File: src/rtl/lfsc_pkg.sv
// Shared types, constants and register indexes of the line follower controller
package lfsc_pkg;

    // Configuration register indexes
    localparam logic [2:0] CFG_GAIN_P          = 3'd0;
    localparam logic [2:0] CFG_GAIN_D          = 3'd1;
    localparam logic [2:0] CFG_NOMINAL_SPEED   = 3'd2;
    localparam logic [2:0] CFG_BALANCE_Q8      = 3'd3;
    localparam logic [2:0] CFG_RIGHT_TURN_MASK = 3'd4;
    localparam logic [2:0] CFG_TURN_SPEED_A    = 3'd5;
    localparam logic [2:0] CFG_TURN_SPEED_B    = 3'd6;

    localparam int CFG_INDEX_W = 3;
    localparam int CFG_DATA_W  = 16;

    // Reset values of the registers
    localparam logic [5:0]  GAIN_P_RST          = 6'd15;
    localparam logic [5:0]  GAIN_D_RST          = 6'd5;
    localparam logic [7:0]  NOMINAL_SPEED_RST   = 8'd81;
    localparam logic [7:0]  BALANCE_Q8_RST      = 8'd223;
    localparam logic [15:0] RIGHT_TURN_MASK_RST = 16'h77E4;
    localparam logic [7:0]  TURN_SPEED_A_RST    = 8'd66;
    localparam logic [7:0]  TURN_SPEED_B_RST    = 8'd76;

    // Run modes as reported on mode_out
    typedef enum logic [1:0] {
        MODE_FOLLOW = 2'd0,
        MODE_RIGHT  = 2'd1,
        MODE_LEFT   = 2'd2
    } mode_t;

    // Line error codes, signed two-bit
    localparam logic signed [1:0] ERR_NONE  = 2'sd0;
    localparam logic signed [1:0] ERR_LEFT  = -2'sd1;
    localparam logic signed [1:0] ERR_RIGHT = 2'sd1;

    // Settings seen by the drive law
    typedef struct packed {
        logic [5:0] gain_p;
        logic [5:0] gain_d;
        logic [7:0] nominal_speed;
        logic [7:0] balance_q8;
    } pd_cfg_t;

endpackage

File: src/rtl/lfsc_pd_drive.sv
// PD drive law for line following: two clamped motor drives from the line error
module lfsc_pd_drive (
    input  lfsc_pkg::pd_cfg_t   cfg,
    input  logic signed [1:0]   err,
    input  logic signed [1:0]   prev_err,
    output logic [7:0]          drive_a,
    output logic [7:0]          drive_b
);
    import lfsc_pkg::*;

    logic signed [2:0]  diff;
    logic signed [8:0]  p_term;
    logic signed [8:0]  d_term;
    logic signed [8:0]  pid;
    logic [15:0]        base_bal;
    logic signed [17:0] bal_pid;
    logic signed [17:0] sum_a;
    logic signed [17:0] sum_b;

    // Proportional term: error is -1, 0 or +1, so a select does it
    always_comb begin
        case (err)
            ERR_RIGHT: p_term = $signed({3'b000, cfg.gain_p});
            ERR_LEFT:  p_term = -$signed({3'b000, cfg.gain_p});
            default:   p_term = '0;
        endcase
    end

    // Derivative term: error difference lies in -2..2
    assign diff = {err[1], err} - {prev_err[1], prev_err};

    always_comb begin
        case (diff)
            3'sd1:   d_term = $signed({3'b000, cfg.gain_d});
            3'sd2:   d_term = $signed({2'b00, cfg.gain_d, 1'b0});
            -3'sd1:  d_term = -$signed({3'b000, cfg.gain_d});
            -3'sd2:  d_term = -$signed({2'b00, cfg.gain_d, 1'b0});
            default: d_term = '0;
        endcase
    end

    assign pid = p_term + d_term;

    // Scaled sums, both in 1/256 units
    assign base_bal = {8'd0, cfg.nominal_speed} * {8'd0, cfg.balance_q8};
    assign bal_pid  = 18'($signed({1'b0, cfg.balance_q8})) * 18'(pid);
    assign sum_a    = $signed({2'b00, base_bal}) + $signed({pid[8], pid, 8'b0});
    assign sum_b    = $signed({2'b00, cfg.nominal_speed, 8'b0}) - bal_pid;

    // Clamp to 0..255 after dropping the fraction
    always_comb begin
        if (sum_a[17]) begin
            drive_a = '0;
        end else if (sum_a[16]) begin
            drive_a = 8'hFF;
        end else begin
            drive_a = sum_a[15:8];
        end
        if (sum_b[17]) begin
            drive_b = '0;
        end else if (sum_b[16]) begin
            drive_b = 8'hFF;
        end else begin
            drive_b = sum_b[15:8];
        end
    end

endmodule

File: src/rtl/line_follower_steering_controller.sv
// Line follower steering controller: one sensor word in, one drive word out.
// The result of each accepted word is registered in the result register.
// Throughput: one word per cycle unless stalled; the result register frees as it is taken.
// Sensor edge memories, mode and marker count update as each word is accepted.
// Reset (aresetn low, synchronous) restores the register defaults, following
// mode, a zero count and empty output; center memory resets to no line.
module line_follower_steering_controller (
    input  logic                                aclk,
    input  logic                                aresetn,
    // configuration writes
    input  logic                                cfg_wr_en,
    input  logic [lfsc_pkg::CFG_INDEX_W-1:0]    cfg_index,
    input  logic [lfsc_pkg::CFG_DATA_W-1:0]     cfg_wdata,
    // sensor words
    input  logic                                s_valid,
    output logic                                s_ready,
    input  logic                                s_outer_a,
    input  logic                                s_inner_a,
    input  logic                                s_center,
    input  logic                                s_inner_b,
    input  logic                                s_outer_b,
    // drive words
    output logic                                m_valid,
    input  logic                                m_ready,
    output logic [7:0]                          m_drive_a,
    output logic [7:0]                          m_drive_b,
    output logic [1:0]                          m_mode_out,
    output logic [7:0]                          m_marker_count
);
    import lfsc_pkg::*;

    // Configuration registers
    pd_cfg_t     pd_cfg_reg;
    logic [15:0] turn_mask_reg;
    logic [7:0]  turn_speed_a_reg;
    logic [7:0]  turn_speed_b_reg;

    // Controller state
    mode_t             mode_reg, mode_next;
    logic signed [1:0] prev_err_reg, prev_err_next;
    logic [7:0]        markers_reg, markers_next;
    logic              outer_a_last_reg;
    logic              outer_b_last_reg;
    logic              center_last_reg, center_last_next;

    // Result register
    logic       m_valid_reg;
    logic [7:0] drive_a_reg, drive_a_next;
    logic [7:0] drive_b_reg, drive_b_next;
    mode_t      mode_out_reg;
    logic [7:0] count_reg;

    logic              accept;
    logic signed [1:0] err;
    logic              fall_a, fall_b, fall_c;
    logic [7:0]        pd_drive_a, pd_drive_b;
    mode_t             mode_mid;

    assign s_ready = !m_valid_reg || m_ready;
    assign accept  = s_valid && s_ready;

    // Configuration write port
    always_ff @(posedge aclk) begin
        if (!aresetn) begin
            pd_cfg_reg.gain_p        <= GAIN_P_RST;
            pd_cfg_reg.gain_d        <= GAIN_D_RST;
            pd_cfg_reg.nominal_speed <= NOMINAL_SPEED_RST;
            pd_cfg_reg.balance_q8    <= BALANCE_Q8_RST;
            turn_mask_reg            <= RIGHT_TURN_MASK_RST;
            turn_speed_a_reg         <= TURN_SPEED_A_RST;
            turn_speed_b_reg         <= TURN_SPEED_B_RST;
        end else if (cfg_wr_en) begin
            case (cfg_index)
                CFG_GAIN_P:          pd_cfg_reg.gain_p        <= cfg_wdata[5:0];
                CFG_GAIN_D:          pd_cfg_reg.gain_d        <= cfg_wdata[5:0];
                CFG_NOMINAL_SPEED:   pd_cfg_reg.nominal_speed <= cfg_wdata[7:0];
                CFG_BALANCE_Q8:      pd_cfg_reg.balance_q8    <= cfg_wdata[7:0];
                CFG_RIGHT_TURN_MASK: turn_mask_reg            <= cfg_wdata;
                CFG_TURN_SPEED_A:    turn_speed_a_reg         <= cfg_wdata[7:0];
                CFG_TURN_SPEED_B:    turn_speed_b_reg         <= cfg_wdata[7:0];
                default: ;
            endcase
        end
    end

    // Line error: inner_b wins over inner_a
    always_comb begin
        if (!s_inner_b) begin
            err = ERR_RIGHT;
        end else if (!s_inner_a) begin
            err = ERR_LEFT;
        end else begin
            err = ERR_NONE;
        end
    end

    // Falling edges (sensor went onto the line)
    assign fall_a = outer_a_last_reg && !s_outer_a;
    assign fall_b = outer_b_last_reg && !s_outer_b;
    assign fall_c = center_last_reg && !s_center;

    lfsc_pd_drive u_pd_drive (
        .cfg      (pd_cfg_reg),
        .err      (err),
        .prev_err (prev_err_reg),
        .drive_a  (pd_drive_a),
        .drive_b  (pd_drive_b)
    );

    // Mode, marker count and drive for the current word
    always_comb begin
        mode_mid         = mode_reg;
        markers_next     = markers_reg;
        prev_err_next    = prev_err_reg;
        center_last_next = center_last_reg;
        drive_a_next     = '0;
        drive_b_next     = '0;

        // marker edge, then left edge, both only while following
        if (fall_a && mode_reg == MODE_FOLLOW) begin
            markers_next = markers_reg + 8'd1;
            if (markers_next[7:4] == 4'd0 && turn_mask_reg[markers_next[3:0]]) begin
                mode_mid = MODE_RIGHT;
            end
        end
        if (fall_b && mode_mid == MODE_FOLLOW) begin
            mode_mid = MODE_LEFT;
        end

        mode_next = mode_mid;
        if (mode_mid == MODE_FOLLOW) begin
            prev_err_next = err;
            drive_a_next  = pd_drive_a;
            drive_b_next  = pd_drive_b;
        end else begin
            if (mode_mid == MODE_RIGHT) begin
                drive_a_next = turn_speed_a_reg;
            end else begin
                drive_b_next = turn_speed_b_reg;
            end
            // center edge ends the turn; memory tracks only while turning
            center_last_next = s_center;
            if (fall_c) begin
                mode_next = MODE_FOLLOW;
            end
        end
    end

    // State update on each accepted word
    always_ff @(posedge aclk) begin
        if (!aresetn) begin
            mode_reg         <= MODE_FOLLOW;
            prev_err_reg     <= ERR_NONE;
            markers_reg      <= '0;
            outer_a_last_reg <= 1'b0;
            outer_b_last_reg <= 1'b0;
            center_last_reg  <= 1'b1;
        end else if (accept) begin
            mode_reg         <= mode_next;
            prev_err_reg     <= prev_err_next;
            markers_reg      <= markers_next;
            outer_a_last_reg <= s_outer_a;
            outer_b_last_reg <= s_outer_b;
            center_last_reg  <= center_last_next;
        end
    end

    // Output valid
    always_ff @(posedge aclk) begin
        if (!aresetn) begin
            m_valid_reg <= 1'b0;
        end else if (accept) begin
            m_valid_reg <= 1'b1;
        end else if (m_ready) begin
            m_valid_reg <= 1'b0;
        end
    end

    // Output payload
    always_ff @(posedge aclk) begin
        if (accept) begin
            drive_a_reg  <= drive_a_next;
            drive_b_reg  <= drive_b_next;
            mode_out_reg <= mode_next;
            count_reg    <= markers_next;
        end
    end

    assign m_valid        = m_valid_reg;
    assign m_drive_a      = drive_a_reg;
    assign m_drive_b      = drive_b_reg;
    assign m_mode_out     = mode_out_reg;
    assign m_marker_count = count_reg;

endmodule

File: config.mk
export PLATFORM = sky130hd
export DESIGN_NAME = line_follower_steering_controller
export DESIGN_NICKNAME = d
export VERILOG_FILES = /design/src/rtl/lfsc_pkg.sv /design/src/rtl/lfsc_pd_drive.sv /design/src/rtl/line_follower_steering_controller.sv
export SDC_FILE = /design/constraint.sdc
export NUM_CORES = 1
export LEC_CHECK = 0
export BUFFER_PORTS_ARGS = -buffer_cell sky130_fd_sc_hd__buf_2
export CAP_MARGIN = 5
export CORE_ASPECT_RATIO = 0.8
export CORE_MARGIN = 2
export CORE_UTILIZATION = 45
export CTS_BUF_LIST = sky130_fd_sc_hd__clkbuf_2 sky130_fd_sc_hd__clkbuf_4 sky130_fd_sc_hd__clkbuf_8
export DETAILED_ROUTE_END_ITERATION = 10
export HOLD_SLACK_MARGIN = 0.1
export PLACE_DENSITY = 0.64
export SKIP_LAST_GASP = 1
export SLEW_MARGIN = 20
export SYNTH_ARGS = -nofsm -noshare
export SYNTH_HDL_FRONTEND = slang
export SYNTH_SLANG_ARGS = --single-unit
File: constraint.sdc
create_clock -name aclk -period 14.1 [get_ports aclk]
set_input_delay 2.82 -clock aclk [delete_from_list [all_inputs] [get_ports aclk]]
set_output_delay 2.82 -clock aclk [all_outputs]
set_load 0.02 [all_outputs]
==> results of run 1 <==
-- layer usage --
metal  share of wire  wire (um)  GRT usage
met2            0.43      10400      0.318
met5               0          0          0
met3           0.051       1240     0.0340
met1            0.51      12500      0.325
met4          0.0079        193     0.0314
-- worst max-delay path by stage --
stage              start                     end  depth (start not counted)
6_report       s_inner_b  m_drive_b[1]$_DFFE_PP_                         29
5_1_grt        s_inner_b  m_drive_b[1]$_DFFE_PP_                         29
4_1_cts        s_inner_b  m_drive_b[1]$_DFFE_PP_                         28
3_5_place_dp   s_inner_b  m_drive_b[1]$_DFFE_PP_                         28
3_3_place_gp   s_inner_b  m_drive_b[3]$_DFFE_PP_                         28
2_1_floorplan  s_inner_a  m_drive_b[0]$_DFFE_PP_                         31
-- cell families (layout without fill, tap and decap cells) --
logic type	after synthesis	count (layout)	share of synthesized area
adders and majority gates	198	198	0.308
DFF	102	102	0.225
and+or+nand+nor	433	433	0.199
AOI/OAI and AO/OA	190	190	0.125
xor gates and xnor gates	41	41	0.0351
muxes	15	15	0.0207
buffers and inverters	232	260	0.0866
-- worst min-delay path, cell delays in order, from the launching register on --
cell     delay [ps]
dfxtp_1         320
nand2_1          50
a21oi_1          50
-- layout by cell type (no fill, tap or decap), types with 4 or more instances in the layout --
| master | Yosys | layout |
|---|---|---|
| a211oi_1 | 9 | 9 |
| a21oi_1 | 53 | 53 |
| xor2_1 | 19 | 19 |
| nand2_1 | 201 | 201 |
| clkbuf_8 | 0 | 9 |
| nor2b_1 | 8 | 8 |
| nor3b_1 | 4 | 4 |
| o41ai_1 | 4 | 4 |
| nand3_1 | 40 | 40 |
| buf_4 | 0 | 10 |
| or3_1 | 6 | 6 |
| a21o_1 | 11 | 11 |
| nand2b_1 | 6 | 6 |
| buf_2 | 4 | 56 |
| a31oi_1 | 6 | 6 |
| and2_1 | 60 | 60 |
| nor2_1 | 63 | 63 |
| nor3_1 | 20 | 20 |
| o2bb2ai_1 | 9 | 9 |
| edfxtp_1 | 26 | 26 |
| fa_1 | 89 | 89 |
| inv_1 | 177 | 177 |
| xnor2_1 | 22 | 22 |
| o21ai_0 | 27 | 27 |
| ha_1 | 109 | 109 |
| dfxtp_1 | 76 | 76 |
| o211ai_1 | 15 | 15 |
| nand4_1 | 6 | 6 |
| o21a_1 | 6 | 6 |
| o22ai_1 | 14 | 14 |
| mux2i_1 | 8 | 8 |
-- area by class of cell --
cell class,count,area (um2)
sequential,102,2300
tap,306,383
fill,2193,11500
clock inverter,6,47.5
timing repair buffer,66,355
multi-input combinational,877,7040
inverter,178,668
clock buffer,10,131
-- stage by stage --
stage	instance area, um2	util	hold slack (ps)	setup WS, ps	instances
floorplan	10200	-	432	3500	1211
global placement	10700	0.480	440	2460	1529
detailed placement	10700	0.480	446	2230	1529
CTS	10900	0.488	460	2650	1545
global route	10900	0.488	486	2130	1545
finish	10900	0.488	460	2570	1545
==> impl_metrics.toml, run 1 <==
[clocking]
cts_max_path_buffers = 2
clkSlewWorstSetupHoldPaths_ps = 110
cts_num_sinks = 102
cts-htree-levels = 3
cts_tree = "yes"
post_cts_resized = 0
clock_insertion_delay_worst_skew_ps = 380
cts_setup_buffers = 0
cts_hold_buf = 0
cts_buffers = 9
cts_root_buffer = "clkbuf_8"

[critical_path]
r2r-start = "prev_err_reg[0]$_SDFFE_PN0P_"
critPathKind = "primary input to flip-flop"
worst_path_max_delay_cell = "nor2_1"
crit_top_cell = "fa_1"
critPathArrivalTime_ps = 11650
path_max_fanout = 11
critPathBufInv = 3
cp.required_ps = 14220
end_kind = "flip-flop"
reg2reg_depth = 29
rrSetupSlack_ps = 5150
timing.rr.end = "m_drive_b[1]$_DFFE_PP_"
start_kind = "primary input"
cp_top_family = "adder cells"
crit_path_max_incr_delay_ps = 800

[global_route]
grt_antenna_before_repair = 0
grt_pass1_vias = 7901
grt_max_degree = 37
grt_overflow = 0
grt_usage = 0.211
grt_first_pass_wirelength_um = 40200

[yosys]
synth_commonest_cells = "nand2_1 (201), inv_1 (177), ha_1 (109), fa_1 (89), dfxtp_1 (76)"
yosysTopAreaCell = "fa_1"
ys.warnings.count = 0
synthCells = 1211
synth_area_um2 = 10200
syn_nets = 1438
synth.most_common_cell = "nand2_1"
synth.ff_latch_count = 102
synth_area_leaders = "fa_1 (17%), dfxtp_1 (15%), ha_1 (13%), edfxtp_1 (7.6%), nand2_1 (7.4%)"
synthDominantCellAreaShare = 0.174
yosysSeqAreaShare = 0.225
ys.flop_type = "dfxtp_1"
synth_cell_types = 73
synth.avg_cell_area_um2 = 8.44
synth-async-reset-ratio = 0
synth_edf_count = 26

[place]
dp_hpwl_um = 18600
gp_congestion = 0.870
portBuffers = 56

[drt]
ant_nets = 0
drc = 0
routedWlPerCell_um = 15.7
viasPerCell = 5.32
wl_um = 24300
drtIter0Drc = 607
drt_pass1_iterations = 6
dr_total_vias = 8218

[timing]
slew_headroom = 0.314
clock-skew-final_ps = 19.3
tightest_slew_ps = 1020
finalSetupTns_ps = 0
max_freq_mhz = 86.7
fin_crit_ps = 11530
setup-violations-final = 0
finalHoldViolations = 0
slew_viol_final = 0
finalCritPeriodShare = 0.818
rsz0062_at_grt = "no"

[hold_path]
holdPathStages = 2
hold_end = "turn_mask_reg[1]$_SDFFE_PN0P_"
hold_start = "turn_mask_reg[1]$_SDFFE_PN0P_"
hp-class = "flip-flop to flip-flop"

[die]
io_pins = 57
rows = 49
core_um2 = 22400
start_util = 0.457
die_area_um2 = 23900
die_y_um = 139
die_w_um = 172

[final_layout]
nets = 1461
syn2layout_area_growth_pct = 6.92
largest_register_ffs = 28
drive_gt1_frac = 0.0807
antennaDiodeCount = 0

[run]
maxCapViolCount = 0

[status]
status = "finished clean"
Power of run 1 is not shown: default switching activity piles up to over one toggle a cycle in this logic, so the estimate is an artifact.
==> run 2, diff against run 1 <==
ABC_AREA = 1   (was unset)
clock period = 11 ns   (was 14.1 ns; I/O delays follow)
==> run 2 against run 1 <==
Effect of this change: critical path depth is 10 higher; first-iteration DRC count up 8.1%; largest cell class unchanged; final cell count is 16% higher; via count is 9.9% higher; global-route usage grew 0.95 points; critical path type unchanged; clock-buffer cell count shrank 1; synthesized area up 3.2%; synthesized cell count increased by 18%; routed wire length is 6.4% higher.
==> impl_metrics.toml, run 2 <==
[drt]
drtIter0Drc = 656
drc = 0
routedWlPerCell_um = 14.5
ant_nets = 0
drt_pass1_iterations = 6
viasPerCell = 5.06
wl_um = 25900
dr_total_vias = 9034

[timing]
slew_headroom = 0.311
finalHoldViolations = 0
rsz0062_at_grt = "no"
tightest_slew_ps = 1030
finalCritPeriodShare = 0.864
slew_viol_final = 0
max_freq_mhz = 105
finalSetupTns_ps = 0
setup-violations-final = 0
clock-skew-final_ps = 15.3
fin_crit_ps = 9510
holdWs_ps = 468

[clocking]
cts-htree-levels = 3
cts_tree = "yes"
clock_insertion_delay_worst_skew_ps = 400
clkSlewWorstSetupHoldPaths_ps = 110
cts_setup_buffers = 0
cts_hold_buf = 0
cts_num_sinks = 102
cts_max_path_buffers = 2
cts_root_buffer = "clkbuf_8"
post_cts_resized = 0
cts_buffers = 9

[global_route]
grt_pass1_vias = 8628
globalRouteMet2Util = 0.329
grtUsageMet3 = 0.0378
grt_max_degree = 63
gr-usage-met1 = 0.338
grt_overflow = 0
grt_usage = 0.221
top_usage_layer = "met1"
grt_first_pass_wirelength_um = 43700
grt_antenna_before_repair = 0

[die]
rows = 50
start_util = 0.454
die_y_um = 141
die_w_um = 175
die_area_um2 = 24700
io_pins = 57
core_um2 = 23200

[run]
maxCapViolCount = 0

[final_layout]
final_cell_mix = "nand2_1 (321), inv_1 (297), nor2_1 (113)"
nFillCells = 2296
largest_register_ffs = 28
nets = 1697
fin_area_um2 = 11300
antennaDiodeCount = 0
layout_commonest_cell = "nand2_1"
final_core_util = 0.485
ff_latch_area_um2 = 2300
syn2layout_area_growth_pct = 6.91
drive_gt1_frac = 0.0793
multi_input_area_um2 = 6920

[yosys]
synth.avg_cell_area_um2 = 7.35
ys.flop_type = "dfxtp_1"
synth_cell_types = 52
synth.most_common_cell = "nand2_1"
synth_commonest_cells = "nand2_1 (321), inv_1 (297), nor2_1 (113), ha_1 (109), fa_1 (89)"
synth_area_um2 = 10500
synth-async-reset-ratio = 0
syn_nets = 1662
yosysTopAreaCell = "fa_1"
synth_area_leaders = "fa_1 (17%), dfxtp_1 (14%), ha_1 (13%), nand2_1 (11%), inv_1 (11%)"
synth.ff_latch_count = 102
yosysSeqAreaShare = 0.218
synthCells = 1435
synthDominantCellAreaShare = 0.169
ys.warnings.count = 0
synth_edf_count = 26

[critical_path]
worst_path_max_delay_cell = "fa_1"
critPathKind = "primary input to flip-flop"
start_kind = "primary input"
end_kind = "flip-flop"
path_max_fanout = 8
crit_top_cell = "nand2_1"
crit_path_max_incr_delay_ps = 540
critPathArrivalTime_ps = 9670
cp.required_ps = 11160

[place]
dp_hpwl_um = 20700
portBuffers = 56
placed_area_um2 = 11100
gp_congestion = 0.966

[hold_path]
hp-class = "flip-flop to flip-flop"

[status]
status = "finished clean"
-- run 2: changes by cell type in the layout (fill, tap and decap cells not counted), sizes merged, moves of 10 or more --
cell	change
a21o	-10
a21oi	+30
and2	-60
inv	+127
nand2	+131
nand3	+39
nor2	+57
nor3	-11
o21ai	+50
xnor2	-13
-- run 2: logic make-up after synthesis --
kind of cell	Yosys count	synth area share
flops	102	0.218
fa+ha+maj	198	0.298
buf+inv	343	0.125
simple gates	564	0.229
xor+xnor	27	0.0224
compound gates	201	0.106
-- run 2: cell type report --
type	instances	share of cell area
Multi-Input combinational cell	990	0.614
Inverter	307	0.103
Clock inverter	7	0.00600
Sequential cell	102	0.204
Clock buffer	9	0.0110
Timing Repair Buffer	60	0.0275
Tap cell	312	0.0346
-- run 2: critical path, delay by kind of cell --
kind                     cells  cell delay [ps]
adder cells (fa/ha/maj)      9             3780
AND/OR/NAND/NOR             16             1850
AO/OA/AOI/OAI                5             1000
buffers and inverters        9              810
-- run 2: stage by stage --
stage | instances | setup slack, ps
after global routing | 1787 | 853
after global placement | 1771 | 1240
final | 1787 | 1490
after CTS | 1787 | 1530
after detailed placement | 1771 | 1120
after floorplan | 1435 | 1880
-- run 2: worst paths after layout --
kind,from,to,slack (ps),cells after the start
hold reg to reg,turn_mask_reg[12]$_SDFFE_PN1P_,turn_mask_reg[12]$_SDFFE_PN1P_,470,2
setup reg to reg,prev_err_reg[0]$_SDFFE_PN0P_,m_drive_b[1]$_DFFE_PP_,3260,36
hold / removal,turn_mask_reg[12]$_SDFFE_PN1P_,turn_mask_reg[12]$_SDFFE_PN1P_,470,2
setup / recovery,s_inner_b,m_drive_b[1]$_DFFE_PP_,1490,39
-- run 2: layer usage --
| layer | wire length (um) | vias to the layer above |
|---|---|---|
| li1 | - | 4568 |
| met1 | 13000 | 4172 |
| met2 | 10800 | 265 |
| met3 | 1760 | 29 |
| met4 | 306 | 0 |
| met5 | 0 | - |
Power of run 2 is left out for the same reason.
==> run 3, diff against run 2 <==
==> constraint.sdc (replaced) <==
create_clock -name aclk -period 11 [get_ports aclk]
set_input_delay 0 -clock aclk [delete_from_list [all_inputs] [get_ports aclk]]
set_output_delay 0 -clock aclk [all_outputs]
set_load 0.02 [all_outputs]
==> run 3 against run 2 <==
Effect of this change: non-clock buffer count rose by 22; setup slack better by 1400 ps; cell area rose by 2.0%; critical path depth rose by 1; clock skew up 11 ps; critical endpoint is now m_drive_b[7]$_DFFE_PP_.
==> impl_metrics.toml, run 3 (synthesis results as in run 2) <==
[timing]
finalSetupTns_ps = 0
setup-violations-final = 0
clock-skew-final_ps = 26.4
finalHoldViolations = 0
max_freq_mhz = 124
slew_viol_final = 0
tightest_slew_ps = 1050
rsz0062_at_grt = "no"
finalCritPeriodShare = 0.734
fin_crit_ps = 8080
slew_headroom = 0.300

[clocking]
cts_num_sinks = 102
cts_max_path_buffers = 2
cts_buffers = 9
cts_tree = "yes"
cts_root_buffer = "clkbuf_8"
cts-htree-levels = 3
cts_setup_buffers = 0
clock_insertion_delay_worst_skew_ps = 400
post_cts_resized = 0
clkSlewWorstSetupHoldPaths_ps = 130
cts_hold_buf = 23

[final_layout]
nets = 1719
layout_commonest_cell = "nand2_1"
largest_register_ffs = 28
syn2layout_area_growth_pct = 9.05
final_cell_mix = "nand2_1 (321), inv_1 (297), nor2_1 (113)"
antennaDiodeCount = 0
drive_gt1_frac = 0.0775

[run]
maxCapViolCount = 0

[global_route]
grt_antenna_before_repair = 0
grt_overflow = 0
grt_pass1_vias = 8573
grt_first_pass_wirelength_um = 43800
grt_usage = 0.221
grt_max_degree = 63

[status]
status = "finished clean"

[die]
rows = 50
die_y_um = 141
die_w_um = 175
die_area_um2 = 24700
io_pins = 57
core_um2 = 23200
start_util = 0.454

[critical_path]
critPathArrivalTime_ps = 8230
path_max_fanout = 8
start_kind = "primary input"
cp.required_ps = 11150
end_kind = "flip-flop"
critPathKind = "primary input to flip-flop"
crit_top_cell = "nand2_1"
worst_path_max_delay_cell = "fa_1"
crit_path_max_incr_delay_ps = 550

[drt]
drtIter0Drc = 693
ant_nets = 0
viasPerCell = 5.02
wl_um = 26500
drt_pass1_iterations = 7
routedWlPerCell_um = 14.6
drc = 0
dr_total_vias = 9087

[place]
gp_congestion = 0.910
dp_hpwl_um = 20800
portBuffers = 56

[hold_path]
hp-class = "primary input to flip-flop"
run 3: critical path: cells and delay by family:
kind | cells | cell delay, ps
and+or+nand+nor | 16 | 1960
AOI/OAI and AO/OA | 5 | 1060
adders and majority gates | 9 | 3840
buffers and inverters | 10 | 1360
run 3: layout make-up:
cell class	instances	area, um2
tap	312	390
clock buffer	10	131
multi-input combinational	990	6920
clock inverter	6	62.6
timing repair buffer	82	533
inverter	307	1160
fill	2312	11700
sequential	102	2300
run 3: per-stage QoR:
| stage | cell area (um2) | hold WS [ps] | setup WS, ps | cells | utilization |
|---|---|---|---|---|---|
| after CTS | 11500 | 121 | 3000 | 1809 | 0.495 |
| after global routing | 11500 | 153 | 2310 | 1809 | 0.495 |
| final | 11500 | 126 | 2920 | 1809 | 0.495 |
| after global placement | 11100 | 211 | 3360 | 1770 | 0.477 |
| after detailed placement | 11100 | 215 | 3150 | 1770 | 0.477 |
| after floorplan | 10500 | 126 | 3900 | 1435 | - |
run 3: metal layers:
layer | wire (um) | global-route usage | vias up
met4 | 314 | 0.0404 | 0
met3 | 1570 | 0.0334 | 28
li1 | - | - | 4599
met2 | 11000 | 0.328 | 256
met1 | 13600 | 0.342 | 4204
met5 | 0 | 0 | -
run 3: path summary, 6_finish.rpt:
path | start | slack (ps) | end | cells after the start
worst max register to register | prev_err_reg[0]$_SDFFE_PN0P_ | 3080 | m_drive_b[7]$_DFFE_PP_ | 36
worst min-delay path | cfg_index[0] | 130 | pd_cfg_reg[13]$_SDFFE_PN0P_ | 5
worst max-delay path | s_inner_b | 2920 | m_drive_b[7]$_DFFE_PP_ | 40
worst min register to register | turn_mask_reg[9]$_SDFFE_PN1P_ | 470 | turn_mask_reg[9]$_SDFFE_PN1P_ | 2
Power of run 3 is left out for the same reason.
